**config.mk**
```make
export PLATFORM = sky130hd
export DESIGN_NAME = cit_front_flat
export DESIGN_NICKNAME = d
export VERILOG_FILES = /design/src/hdl/candle_indicator_tracker_defines.svh /design/src/hdl/cit_pkg.sv /design/src/hdl/cit_req_if.sv /design/src/hdl/cit_front.sv /design/src/flat_wrapper.sv
export SDC_FILE = /design/constraint.sdc
export NUM_CORES = 1
export LEC_CHECK = 0
export ABC_AREA = 1
export BUFFER_PORTS_ARGS = -buffer_cell sky130_fd_sc_hd__buf_4
export CORE_UTILIZATION = 47
export DETAILED_ROUTE_END_ITERATION = 7
export HOLD_SLACK_MARGIN = 0.08
export MAX_ROUTING_LAYER = met4
export PLACE_DENSITY = 0.76
export SLEW_MARGIN = 20
export SYNTH_ARGS = -nofsm -noshare
export SYNTH_HDL_FRONTEND = slang
export SYNTH_SLANG_ARGS = --single-unit
export TNS_END_PERCENT = 30
```
**constraint.sdc**
```tcl
create_clock -name clock -period 5 [get_ports clock]
set_clock_uncertainty 0.05 [all_clocks]
set_input_delay 0.75 -clock clock [delete_from_list [all_inputs] [get_ports clock]]
set_output_delay 0.75 -clock clock [all_outputs]
set_load 0.01 [all_outputs]
```
**src/hdl/candle_indicator_tracker_defines.svh**
```systemverilog
// Assertion macros used by the engine RTL file.
`ifndef CANDLE_INDICATOR_TRACKER_DEFINES_SVH
`define CANDLE_INDICATOR_TRACKER_DEFINES_SVH

// Checked at every clock edge outside reset.
`define CIT_ASSERT(lbl, prop, msg) \
   lbl: assert property (@(posedge clock) disable iff (reset) prop) else $error(msg);

// Checked at every clock edge, reset included.
`define CIT_ASSERT_ALWAYS(lbl, prop, msg) \
   lbl: assert property (@(posedge clock) prop) else $error(msg);

`endif

```
**src/hdl/cit_pkg.sv**
```systemverilog
`default_nettype none
package cit_pkg;
   localparam int RangeWindow = 14;
   localparam int CloseDepth  = 20;
   localparam int RangeIdxW   = $clog2(RangeWindow);
   localparam int RangeCntW   = $clog2(RangeWindow + 1);
   localparam int CloseIdxW   = $clog2(CloseDepth);
   localparam int CloseCntW   = $clog2(CloseDepth + 1);
   localparam int FracBits    = 16;
   localparam int NumW        = 64;
   localparam int DenW        = 32;
   localparam int StepW       = $clog2(NumW);

   localparam logic [1:0] RegPeriod = 2'd0;
   localparam logic [1:0] RegLag    = 2'd1;
   localparam logic [1:0] RegBrick  = 2'd2;

   localparam logic [26:0] PeriodReset = 27'd300000;
   localparam logic [4:0]  LagReset    = 5'd12;
   localparam logic [31:0] BrickReset  = 32'd1;

   localparam logic [7:0] FastMul = 8'd49;
   localparam logic [7:0] FastDiv = 8'd51;
   localparam logic [7:0] SlowMul = 8'd199;
   localparam logic [7:0] SlowDiv = 8'd201;

   // Reciprocals ceil(2^32 / divisor), exact for partial remainders below 2^24.
   localparam logic [26:0] FastRecip = 27'd84215046;
   localparam logic [26:0] SlowRecip = 27'd21367997;

   localparam logic [47:0] SMax48 = 48'h7FFF_FFFF_FFFF;
   localparam logic [47:0] SMin48 = 48'h8000_0000_0000;

   typedef struct packed {
      logic [31:0] price;
      logic [47:0] time_ms;
   } item_type;

   typedef struct packed {
      logic [26:0] period;
      logic [4:0]  lag;
      logic [31:0] brick;
   } cfg_type;

   typedef struct packed {
      logic            start;
      logic [NumW-1:0] num;
      logic [DenW-1:0] den;
   } div_req_type;

   typedef struct packed {
      logic            done;
      logic [NumW-1:0] quot;
      logic [DenW-1:0] rem;
   } div_rsp_type;
endpackage
`default_nettype wire

```
**src/hdl/cit_req_if.sv**
```systemverilog
`default_nettype none
interface cit_req_if;
   logic        valid;
   logic        ready;
   logic [31:0] price;
   logic [47:0] time_ms;
   modport source(output valid, price, time_ms, input ready);
   modport sink(input valid, price, time_ms, output ready);
endinterface
`default_nettype wire

```
**src/hdl/cit_front.sv**
```systemverilog
`default_nettype none
module cit_front (
   input  wire               clock,
   input  wire               reset,
   cit_req_if.sink           req_chan,
   output logic              item_valid,
   output cit_pkg::item_type item,
   input  wire               item_pop
);
   cit_pkg::item_type fifo_ff [2];
   logic              wr_ptr_ff;
   logic              rd_ptr_ff;
   logic [1:0]        count_ff;
   logic              push;
   logic              pop;

   assign req_chan.ready = count_ff != 2'd2;
   assign push       = req_chan.valid && req_chan.ready;
   assign pop        = item_pop && item_valid;
   assign item_valid = count_ff != 2'd0;
   assign item       = fifo_ff[rd_ptr_ff];

   always_ff @(posedge clock) begin
      if (reset) begin
         wr_ptr_ff <= 1'b0;
         rd_ptr_ff <= 1'b0;
         count_ff  <= 2'd0;
      end else begin
         if (push) wr_ptr_ff <= ~wr_ptr_ff;
         if (pop) rd_ptr_ff <= ~rd_ptr_ff;
         if (push && !pop) count_ff <= count_ff + 2'd1;
         else if (pop && !push) count_ff <= count_ff - 2'd1;
      end
   end

   always_ff @(posedge clock) begin
      if (push) begin
         fifo_ff[wr_ptr_ff].price   <= req_chan.price;
         fifo_ff[wr_ptr_ff].time_ms <= req_chan.time_ms;
      end
   end
endmodule
`default_nettype wire

```
**src/flat_wrapper.sv**
```systemverilog
// flat-port wrapper written by rule: the top's interface ports become plain ports
module cit_front_flat 
  (clock, reset, item_valid, item, item_pop, req_chan_valid, req_chan_price, req_chan_time_ms, req_chan_ready);
  cit_req_if req_chan_i ();
  input  wire clock;
  input  wire reset;
  output logic item_valid;
  output cit_pkg::item_type item;
  input  wire item_pop;
  input wire logic [$bits(req_chan_i.valid)-1:0] req_chan_valid;
  input wire logic [$bits(req_chan_i.price)-1:0] req_chan_price;
  input wire logic [$bits(req_chan_i.time_ms)-1:0] req_chan_time_ms;
  output wire logic [$bits(req_chan_i.ready)-1:0] req_chan_ready;
  assign req_chan_i.valid = req_chan_valid;
  assign req_chan_i.price = req_chan_price;
  assign req_chan_i.time_ms = req_chan_time_ms;
  assign req_chan_ready = req_chan_i.ready;
  cit_front u_core (.clock(clock), .reset(reset), .req_chan(req_chan_i), .item_valid(item_valid), .item(item), .item_pop(item_pop));
endmodule
```
# == Yosys cells after proc, flatten, opt, wreduce, memory -nomap -nowiden ==
# Memory sizes are Yosys's and may differ from the RTL's. A register that Yosys moved wholly into a read port is not among the register bits.
# Cells that the tools add are included.
# word_totals
register_bits,4
ram_bits,160
inputBits,84
output_inout_bits,82
elab_cells,23
n_memories,1
# memory_table
name,depth,word_bits,rd,rd_ports_with_merged_regs,wr,line,text
u_core.fifo_ff,2,80,1,1,1,cit_front.sv:10,cit_pkg::item_type fifo_ff [2];
# classes
n_addsub,2
n_eq_ne,1
n_mux,6
n_bitwise,2
reduce_logical,8
# ops
cell,count
logical AND 1 bit,4
two-way mux 1 bit,4
two-way mux 2 bit,2
nonzero test 2 bit,2
"adder 2 x 1 -> 2 bit, second input constant",1
zero test 1 bit,2
"!= test 2 bit, second input constant",1
NOT 1 bit,2
"subtractor 2 x 1 -> 2 bit, second input constant",1

# == Logic depth before layout (Yosys ltp) ==
# Gate-level depths: netlist (run 1).
# depth
word_depth,6
mapped_depth,11
depth_no_buf,11

# == Worst setup path after synthesis (run 1) ==
# No wires, ideal clock.
# synth_timing
path_kind,input to register
start,input req_chan_valid
end,"memory u_core.fifo_ff[0][0] (netlist bit), enable pin"
setup_time_ns,0.519
arrival_ns,4.178
t_required_ns,4.431
setup_slack_ns,0.253
path_stages,2
path_buffers,0
cell_sequence,nand2_1 nor2_1
# synth_between
elab_chain_len,3
# synth_lines
item,line,text
"start, declared",flat_wrapper.sv:10,input wire logic [$bits(req_chan_i.valid)-1:0] req_chan_valid;
logical AND 1 bit,cit_front.sv:18,assign push = req_chan.valid && req_chan.ready;
two-way mux 1 bit,cit_front.sv:37,if (push) begin
two-way mux 1 bit (not written as such),cit_front.sv:39,fifo_ff[wr_ptr_ff].time_ms <= req_chan.time_ms;
"end, declared",cit_front.sv:10,
# Every way passes these cells.

==> results of run 1 <==
## worst min-delay path, cell delays in order, from the launching register on
cell     delay [ns]
dfxtp_1        0.34
a21oi_1        0.06
nor2_1         0.09
## worst min-delay path by stage
stage                                        startpoint                         endpoint  depth (start not counted)  slack (ns)
after floorplan           u_core.rd_ptr_ff$_SDFFE_PP0P_                        flip-flop                          2        0.41
after global placement    u_core.rd_ptr_ff$_SDFFE_PP0P_    u_core.rd_ptr_ff$_SDFFE_PP0P_                          2        0.43
after detailed placement  u_core.rd_ptr_ff$_SDFFE_PP0P_                        flip-flop                          2        0.45
after CTS                          req_chan_time_ms[19]  u_core.fifo_ff[0][19]$_DFFE_PP_                          1        0.45
after global routing                 req_chan_price[11]  u_core.fifo_ff[1][59]$_DFFE_PP_                          1        0.45
final                     u_core.rd_ptr_ff$_SDFFE_PP0P_                        flip-flop                          2        0.47
## cell type report
| type | instances | area, µm² |
|---|---|---|
| clock buffer | 17 | 425 |
| timing repair buffer | 169 | 1290 |
| fill | 967 | 4900 |
| inverter | 8 | 30.0 |
| sequential | 165 | 4910 |
| multi-input combinational | 104 | 1330 |
| clock inverter | 15 | 188 |
| tap | 176 | 220 |
## logic make-up after synthesis
logic type               count (synthesis)
adder cells (fa/ha/maj)                  1
buffers and inverters                   17
flip-flops                             165
multiplexers                            80
AO/OA/AOI/OAI                            4
AND/OR/NAND/NOR                         19
## placed cells by master (no fill, tap or decap), types with 2 or more instances in the layout
cell / netlist / layout
mux2_4: 80 / 80
bufinv_16: 0 / 4
nor2_1: 7 / 5
a21oi_1: 2 / 2
inv_1: 8 / 8
clkbuf_16: 0 / 17
nand3_1: 2 / 2
buf_12: 8 / 2
o21ai_0: 2 / 2
buf_4: 0 / 167
dfxtp_1: 5 / 4
nor2_4: 0 / 2
edfxtp_1: 160 / 160
clkinv_1: 0 / 3
nand2_1: 9 / 9
clkinvlp_4: 0 / 2
clkinv_4: 0 / 3
clkinv_2: 0 / 3
## through the flow
stage | hold WS, ns | cell area (µm²) | power [mW] | instances | setup WS [ns]
final | 0.468 | 8390 | 4.23 | 654 | 1.90
after global routing | 0.453 | 8390 | 4.39 | 654 | 1.81
after CTS | 0.450 | 8390 | 4.28 | 654 | 1.86
after detailed placement | 0.452 | 7780 | 2.95 | 622 | 2.31
after global placement | 0.429 | 7780 | 2.92 | 622 | 2.32
after floorplan | 0.415 | 6420 | 2.57 | 286 | 0.253
## flip-flops by register name, summed over array words and instances (netlist names), named ones only
register / flops
u_core.rd_ptr_ff: 1
u_core.wr_ptr_ff: 1
u_core.fifo_ff: 160
u_core.count_ff: 2
## routing by layer
metal / routed length, µm / part of all wire [%] / track usage (%)
met1: 4520 / 42 / 19.2
met2: 5550 / 51 / 26.2
met3: 619 / 5.7 / 4.41
met4: 156 / 1.4 / 6.88
met5: 0 / 0 / -
## power groups by stage
stage	sequential (mW)	combinational, mW	clock (mW)
final	1.85	1.05	1.33
after global routing	1.87	1.12	1.40
after CTS	1.86	1.07	1.35
after detailed placement	1.89	1.07	0
after global placement	1.87	1.05	0
after floorplan	1.84	0.730	0
==> out/results.txt, run 1 <==
height of the die: 119 µm
CTS tree: built
Worst EP required: 4.20 ns
Comb pwr share: 24.9%
Cell variety after synth: 13
Hold Vio Cnt, Final: 0
Tcrit/Tclk final: 61.9%
largest net degree at the start of global routing: 50
post-route ant nets: 0
count leader, synth: edfxtp_1
warnings from Yosys: 0
CP Class: reg -> out
syn nets: 371
max_cap viols: 0
max-slew violations: 0
CP Max Fanout: 42
first-pass GRT wire length: 16.5 mm
Die ar.: 0.0141 mm²
crit path capture type: output pin
Worst EP arrival: 2.30 ns
most used flip-flop cell after synthesis: edfxtp_1
clock buffer depth: 2
R2R Setup Slk: 2.77 ns
Slew headroom: 34.3%
First-pass DRT Iterations: 4
Seq/Total Area, Yosys: 76.4%
Worst-Margin Slew: 0.983 ns
Clk Tree Root Cell: clkbuf_16
Mapped Area: 0.00642 mm²
crit path cell chain: buf_4 -> mux2_4 -> buf_4
TritonCTS Buffers: 17
Worst VDD drop: 285 µV
Core Region: 0.0133 mm²
Layout Utilization: 63.1%
Initial Utilization: 48.3%
setup tns final: 0 ns
Post-synth EDFFs: 160
Final Setup Violations: 0
synthesized instance count: 286
largest cells by area after synthesis: edfxtp_1 (75%), mux2_4 (19%), buf_12 (2.5%)
Setup crit start kind: flip-flop
drt total wl: 10.8 mm
via count: 3137
Clock Sinks: 165
Net Sw Power: 1.05 mW
PwrDens: 504 mW/mm²
Worst-Skew Late Latency: 0.41 ns
FMAX: 0.323 GHz
main combinational cell family by area after synthesis: multiplexers
hpwl dp: 7.12 mm
drt drc: 0
cell mode on critical path: buf_4
post-DR vias/cell: 4.80
leakage: 3.32 nW
htree depth: 4
Diodes inserted: 0
sequential share of power: 43.8%
Die W: 119 µm
R2R Path End: u_core.fifo_ff[0][2]$_DFFE_PP_
outcome: finished clean
synthesis-stage register bit count: 165
vias in the first global route: 3371
Initial DRC Count: 222
CP delay by family, top: flip-flops
post-CTS resize count: 0
Reg-to-Reg Start: u_core.count_ff[0]$_SDFFE_PP0P_
HP Class: reg -> reg
Yosys top cell by area: edfxtp_1
initial antenna violation count: 0
mux cell area share after synthesis: 18.7%
PortBufs: 165
syn avg cell area: 22.4 µm²
slowest stage cell on the critical path: dfxtp_4
IO Pins: 166
top post-synthesis cells by count: edfxtp_1 (160), mux2_4 (80), nand2_1 (9), buf_12 (8), inv_1 (8)
Crit path depth: 3
RSZ-0062 raised after global routing: no
Reg2Reg Depth: 5
Routed WL per cell: 16.6 µm
Rows: 42
Max stage delay on crit path: 0.88 ns
total congestion overflow: 0
global placement routability congestion: 0.714
Async S/R FF share, synth: 0%
Post-CTS Setup Bufs: 0
post-synthesis compound-gate area fraction: 0.312%
Adder-Cell Fraction of Synth Area: 0.195%
end point of the critical path: item[16]
Power Internal: 3.18 mW
Clock power frac: 31.4%
sw frac: 24.8%
simple-gate area share of the yosys netlist: 1.19%
XOR/XNOR share of the synthesized area: 0%
# nets final: 550
P&R area growth vs syn: 30.8%
CTS Hold Bufs: 0
number of buffers and inverters on the critical path: 2
minimum clock period: 3.10 ns
Clock transition at path regs: 0.06 ns
top-area cell type share of the netlist area: 74.9%
share of layout cells above drive strength 1: 58.8%
GRT Total Usage: 16.2%
Note: power is estimated with default switching activity, not from simulation.
==> run 2: changes to the inputs <==
--- a/config.mk
+++ b/config.mk
@@ -5,13 +5,13 @@
 export SDC_FILE = /design/constraint.sdc
 export NUM_CORES = 1
 export LEC_CHECK = 0
-export ABC_AREA = 1
+export ABC_AREA = 0
 export BUFFER_PORTS_ARGS = -buffer_cell sky130_fd_sc_hd__buf_4
-export CORE_UTILIZATION = 47
+export CORE_UTILIZATION = 52
 export DETAILED_ROUTE_END_ITERATION = 7
 export HOLD_SLACK_MARGIN = 0.08
 export MAX_ROUTING_LAYER = met4
-export PLACE_DENSITY = 0.76
+export PLACE_DENSITY = 0.8
 export SLEW_MARGIN = 20
 export SYNTH_ARGS = -nofsm -noshare
 export SYNTH_HDL_FRONTEND = slang
==> constraint.sdc (replaced) <==
create_clock -name clock -period 2.9 [get_ports clock]
set_clock_uncertainty 0.05 [all_clocks]
set_input_delay 0.435 -clock clock [delete_from_list [all_inputs] [get_ports clock]]
set_output_delay 0.435 -clock clock [all_outputs]
set_load 0.01 [all_outputs]
==> out/results.txt, run 2 <==
crit path capture type: output pin (unchanged)
largest net degree at the start of global routing: 41 (was 50)
setup tns final: 0 ns (unchanged)
post-synthesis compound-gate area fraction: 0.502% (was 0.312%)
Async S/R FF share, synth: 0% (unchanged)
most used flip-flop cell after synthesis: edfxtp_1 (unchanged)
# fillers: 702 (was 967)
syn nets: 358 (was 371)
Worst EP required: 2.41 ns (was 4.20 ns)
biggest regs: u_core.fifo_ff: 160 flops, u_core.count_ff: 2 flops (unchanged)
# nets final: 539 (was 550)
Die W: 109 µm (was 119 µm)
Die ar.: 0.0119 mm² (was 0.0141 mm²)
area after detailed placement: 0.00743 mm² (was 0.00778 mm²)
Post-synth EDFFs: 160 (unchanged)
outcome: finished clean (unchanged)
TritonCTS Buffers: 17 (unchanged)
top post-synthesis cells by count: edfxtp_1 (160), mux2_2 (80), buf_4 (5), dfxtp_1 (5), buf_2 (4) (was edfxtp_1 (160), mux2_4 (80), nand2_1 (9), buf_12 (8), inv_1 (8))
vias in the first global route: 3255 (was 3371)
top-area cell type share of the netlist area: 80.3% (was 74.9%)
P&R area growth vs syn: 34.2% (was 30.8%)
initial antenna violation count: 1 (was 0)
Slew headroom: 65.7% (was 34.3%)
Post-CTS Setup Bufs: 0 (unchanged)
drt drc: 0 (unchanged)
CP Max Fanout: 38 (was 42)
mux cell area share after synthesis: 15.1% (was 18.7%)
global placement routability congestion: 0.710 (was 0.714)
Seq/Total Area, Yosys: 81.9% (was 76.4%)
CP Class: reg -> out (unchanged)
Initial Utilization: 54.3% (was 48.3%)
Initial DRC Count: 121 (was 222)
count leader, synth: edfxtp_1 (unchanged)
HP Class: in -> reg (was reg -> reg)
post-CTS resize count: 0 (unchanged)
First-pass DRT Iterations: 4 (unchanged)
Setup crit start kind: flip-flop (unchanged)
leakage: 3.00 nW (was 3.32 nW)
Worst EP arrival: 1.89 ns (was 2.30 ns)
post-route ant nets: 0 (unchanged)
max-slew violations: 0 (unchanged)
Core Region: 0.0110 mm² (was 0.0133 mm²)
XOR/XNOR share of the synthesized area: 0.439% (was 0%)
syn avg cell area: 21.9 µm² (was 22.4 µm²)
htree depth: 4 (unchanged)
warnings from Yosys: 0 (unchanged)
hpwl dp: 7.08 mm (was 7.12 mm)
total congestion overflow: 0 (unchanged)
Cell variety after synth: 18 (was 13)
Final Setup Violations: 0 (unchanged)
CTS Hold Bufs: 0 (unchanged)
Worst-Margin Slew: 0.514 ns (was 0.983 ns)
post-DR vias/cell: 5.04 (was 4.80)
first-pass GRT wire length: 15.8 mm (was 16.5 mm)
main combinational cell family by area after synthesis: multiplexers (unchanged)
PortBufs: 165 (unchanged)
minimum clock period: 2.37 ns
R2R Setup Slk: 1.00 ns (was 2.77 ns)
synthesized instance count: 273 (was 286)
FMAX: 0.421 GHz
Routed WL per cell: 17.4 µm (was 16.6 µm)
simple-gate area share of the yosys netlist: 0.836% (was 1.19%)
Rows: 38 (was 42)
Hold Vio Cnt, Final: 0 (unchanged)
Clock Sinks: 165 (unchanged)
drt total wl: 10.6 mm (was 10.8 mm)
RSZ-0062 raised after global routing: no (unchanged)
Worst-Skew Late Latency: 0.40 ns (was 0.41 ns)
commonest cells after routing, fill and taps aside: buf_4 (168), edfxtp_1 (160), mux2_2 (80) (was buf_4 (167), edfxtp_1 (160), mux2_4 (80))
Yosys top cell by area: edfxtp_1 (unchanged)
max reg flops: 160 (unchanged)
max_cap viols: 0 (unchanged)
Clock transition at path regs: 0.06 ns (about the same)
Adder-Cell Fraction of Synth Area: 0.209% (was 0.195%)
commonest non-fill, non-tap cell in the layout: buf_4 (unchanged)
GRT Total Usage: 19.0% (was 16.2%)
Biggest register: u_core.fifo_ff (unchanged)
fin area: 0.00804 mm² (was 0.00839 mm²)
Worst VDD drop: 415 µV (was 285 µV)
CTS tree: built (unchanged)
largest cells by area after synthesis: edfxtp_1 (80%), mux2_2 (15%), dfxtp_1 (1.7%) (was edfxtp_1 (75%), mux2_4 (19%), buf_12 (2.5%))
clock buffer depth: 2 (unchanged)
height of the die: 109 µm (was 119 µm)
synthesis-stage register bit count: 165 (unchanged)
Tcrit/Tclk final: 81.8%
share of layout cells above drive strength 1: 60.3% (was 58.8%)
IO Pins: 166 (unchanged)
PwrDens: 884 mW/mm² (was 504 mW/mm²)
Mapped Area: 0.00599 mm² (was 0.00642 mm²)
Clk Tree Root Cell: clkbuf_16 (unchanged)
via count: 3060 (was 3137)
run 2: changes by cell type after synthesis, sizes merged:
| cell | delta |
|---|---|
| or2 | +1 |
| nand3b | +1 |
| nand2b | +1 |
| and3 | +1 |
| a21bo | +1 |
| inv | -7 |
| and2 | +1 |
| xor2 | +3 |
| nand3 | -2 |
| or3 | +1 |
| nor2 | -4 |
| nand4 | -1 |
| nand2 | -9 |
run 2: critical path, stage by stage, from the launching register on:
cell	delay, ns
dfxtp_4	0.63
buf_12	0.29
mux2_2	0.39
buf_4	0.15
run 2: cell type report:
class,count,area [µm²],share of cell area [%]
clock buffers,22,444,5.53
flip-flops and latches,165,4910,61.1
diodes,1,2.50,0.0311
clock inverters,9,154,1.92
repair buffers,171,1320,16.4
multi-input cells,98,1020,12.8
inverters,1,5.00,0.0623
well taps,140,175,2.18
run 2: worst paths after layout:
kind	startpoint	to	cells after the start
max	flip-flop	item[49]	3
min	req_chan_price[28]	u_core.fifo_ff[1][76]$_DFFE_PP_	1
max reg2reg	u_core.count_ff[0]$_SDFFE_PP0P_	u_core.fifo_ff[0][40]$_DFFE_PP_	4
min reg2reg	u_core.rd_ptr_ff$_SDFFE_PP0P_	u_core.rd_ptr_ff$_SDFFE_PP0P_	2
run 2: cell families after synthesis:
logic type | after synthesis
AOI/OAI and AO/OA | 5
xor gates and xnor gates | 3
adders and majority gates | 1
buffers and inverters | 10
DFF | 165
muxes | 80
and+or+nand+nor | 9
run 2: per-stage QoR:
stage | util [%] | std cells | worst slack [ns] | hold WS [ns] | total power [mW]
2_1_floorplan | - | 273 | 0.133 | 0.421 | 4.09
3_3_place_gp | 67.4 | 575 | 0.965 | 0.437 | 4.87
3_5_place_dp | 67.4 | 575 | 0.947 | 0.466 | 4.92
4_1_cts | 72.8 | 606 | 0.497 | 0.145 | 7.18
5_1_grt | 72.8 | 607 | 0.446 | 0.142 | 7.40
6_report | 72.8 | 607 | 0.526 | 0.164 | 7.10
run 2: routing by layer:
metal / share of wire [%] / wire [µm] / global-route usage, % / up-vias
li1: - / - / - / 1440
met1: 40 / 4260 / 22.7 / 1486
met2: 51 / 5400 / 30.8 / 119
met3: 7.2 / 765 / 4.80 / 15
met4: 1.4 / 151 / 8.10 / 0
met5: 0 / 0 / - / -
run 2: power breakdown:
part | total (mW) | switching [mW] | internal, mW
combinational | 1.72 | 0.770 | 0.952
sequential | 3.12 | 0.138 | 2.98
clock | 2.26 | 0.823 | 1.44
==> run 3: changes to the inputs <==
==> constraint.sdc (replaced) <==
create_clock -name clock -period 2.2 [get_ports clock]
set_clock_uncertainty 0.05 [all_clocks]
set_input_delay 0.33 -clock clock [delete_from_list [all_inputs] [get_ports clock]]
set_output_delay 0.33 -clock clock [all_outputs]
set_load 0.01 [all_outputs]
==> out/results.txt, run 3 (synthesis results as in run 2) <==
PortBufs: 165 (unchanged)
Hold WS: 0.166 ns (was 0.164 ns)
TritonCTS Buffers: 17 (unchanged)
crit path capture type: output pin (unchanged)
vias in the first global route: 3596 (was 3255)
minimum clock period: 1.97 ns
post-CTS resize count: 0 (unchanged)
overall power: 9.43 mW (was 7.10 mW)
HP Class: in -> reg (unchanged)
Routed WL per cell: 18.2 µm (was 17.4 µm)
Worst-Margin Slew: 0.448 ns (was 0.514 ns)
PwrDens: 1070 mW/mm² (was 884 mW/mm²)
hpwl dp: 6.75 mm (was 7.08 mm)
Worst EP required: 1.82 ns (was 2.41 ns)
Setup crit start kind: flip-flop (unchanged)
First-pass DRT Iterations: 4 (unchanged)
slowest stage cell on the critical path: mux2_2 (was dfxtp_4)
via count: 3435 (was 3060)
htree depth: 4 (unchanged)
Clock transition at path regs: 0.07 ns (was 0.06 ns)
outcome: finished clean (unchanged)
commonest non-fill, non-tap cell in the layout: buf_4 (unchanged)
CP Max Fanout: 42 (was 38)
Initial Utilization: 54.3% (unchanged)
post-DR vias/cell: 5.00 (was 5.04)
number of buffers and inverters on the critical path: 2 (unchanged)
Rows: 38 (unchanged)
share of layout cells above drive strength 1: 51.6% (was 60.3%)
commonest cells after routing, fill and taps aside: buf_4 (165), edfxtp_1 (160), dlygate4sd3_1 (81) (was buf_4 (168), edfxtp_1 (160), mux2_2 (80))
first-pass GRT wire length: 18.0 mm (was 15.8 mm)
CTS tree: built (unchanged)
Tcrit/Tclk final: 89.5%
initial antenna violation count: 0 (was 1)
Worst EP arrival: 1.59 ns (was 1.89 ns)
Clk Tree Root Cell: clkbuf_16 (unchanged)
CP Class: reg -> out (unchanged)
setup tns final: 0 ns (unchanged)
Worst VDD drop: 700 µV (was 415 µV)
drt drc: 0 (unchanged)
biggest regs: u_core.fifo_ff: 160 flops, u_core.count_ff: 2 flops (unchanged)
clock buffer depth: 2 (unchanged)
IO Pins: 166 (unchanged)
# nets final: 619 (was 539)
GRT Total Usage: 21.8% (was 19.0%)
height of the die: 109 µm (unchanged)
Slew headroom: 70.2% (was 65.7%)
R2R Setup Slk: 0.50 ns (was 1.00 ns)
Final Setup Violations: 0 (unchanged)
max reg flops: 160 (unchanged)
Hold Vio Cnt, Final: 0 (unchanged)
RSZ-0062 raised after global routing: no (unchanged)
Initial DRC Count: 164 (was 121)
drt total wl: 12.5 mm (was 10.6 mm)
max-slew violations: 0 (unchanged)
crit path cell chain: buf_12 -> mux2_2 -> buf_4 (unchanged)
max_cap viols: 0 (unchanged)
Worst-Skew Late Latency: 0.42 ns (was 0.40 ns)
post-route ant nets: 0 (unchanged)
Core Region: 0.0110 mm² (unchanged)
Die W: 109 µm (unchanged)
FMAX: 0.508 GHz
Clock Sinks: 165 (unchanged)
P&R area growth vs syn: 47.6% (was 34.2%)
Post-Place Setup Slack: 0.518 ns (was 0.947 ns)
largest net degree at the start of global routing: 81 (was 41)
Die ar.: 0.0119 mm² (unchanged)
Diodes inserted: 0 (was 1)
global placement routability congestion: 0.708 (was 0.710)
total congestion overflow: 0 (unchanged)
leakage: 3.33 nW (was 3.00 nW)
CP delay by family, top: buffers and inverters (was flip-flops)
Max stage delay on crit path: 0.38 ns (was 0.63 ns)
Final Worst Setup Slack: 0.232 ns (was 0.526 ns)
Biggest register: u_core.fifo_ff (unchanged)
-- run 3: cell count changes in the layout (fill, tap and decap cells not counted) --
cell           before  now
clkinv_4            2    6
bufinv_16           4    2
diode_2             1    0
buf_12              3    5
clkinv_1            1    2
dlygate4sd3_1       0   81
buf_4             168  165
clkbuf_1            5    3
-- run 3: through the flow --
stage | area [µm²] | instances | utilization (%)
CTS | 8830 | 687 | 80.1
global placement | 7450 | 574 | 67.6
detailed placement | 7450 | 574 | 67.6
global route | 8830 | 687 | 80.1
floorplan | 5990 | 273 | -
finish | 8830 | 687 | 80.1
-- run 3: layout make-up --
type / count / area [µm²]
clock buffer: 20 / 437
multi-input combinational: 98 / 1020
clock inverter: 12 / 133
fill: 595 / 2200
sequential: 165 / 4910
timing repair buffer: 251 / 2150
tap: 140 / 175
inverter: 1 / 5.00
-- run 3: worst min-delay path, cell delays in order --
cell     delay, ns
buf_4         0.10
a21bo_2       0.11
a21oi_1       0.05
-- run 3: what timing repair did --
action	CTS	global route
hold buffers	81	0
hold endpoints to repair	165	0
setup buffers	0	0
-- run 3: final timing paths --
path | startpoint | endpoint | cells after the start
worst min register to register | u_core.count_ff[1]$_SDFFE_PP0P_ | u_core.count_ff[1]$_SDFFE_PP0P_ | 2
worst min-delay path | req_chan_valid | u_core.wr_ptr_ff$_SDFFE_PP0P_ | 3
worst max register to register | u_core.count_ff[0]$_SDFFE_PP0P_ | u_core.count_ff[1]$_SDFFE_PP0P_ | 6
worst max-delay path | flip-flop | item[55] | 3
-- run 3: layer usage --
layer	track usage (%)	part of all wire (%)	vias up
met4	7.52	1.6	0
met5	-	0	-
met3	6.40	6.5	17
met1	23.7	38	1682
met2	38.2	53	132
li1	-	-	1604
-- run 3: where the power goes --
group / leakage [nW] / internal [mW] / switching, mW / total, mW
Sequential: 1.54 / 3.93 / 0.118 / 4.05
Clock: 0.273 / 1.67 / 1.18 / 2.85
Combinational: 1.52 / 1.37 / 1.16 / 2.53
Total: 3.33 / 6.97 / 2.46 / 9.43
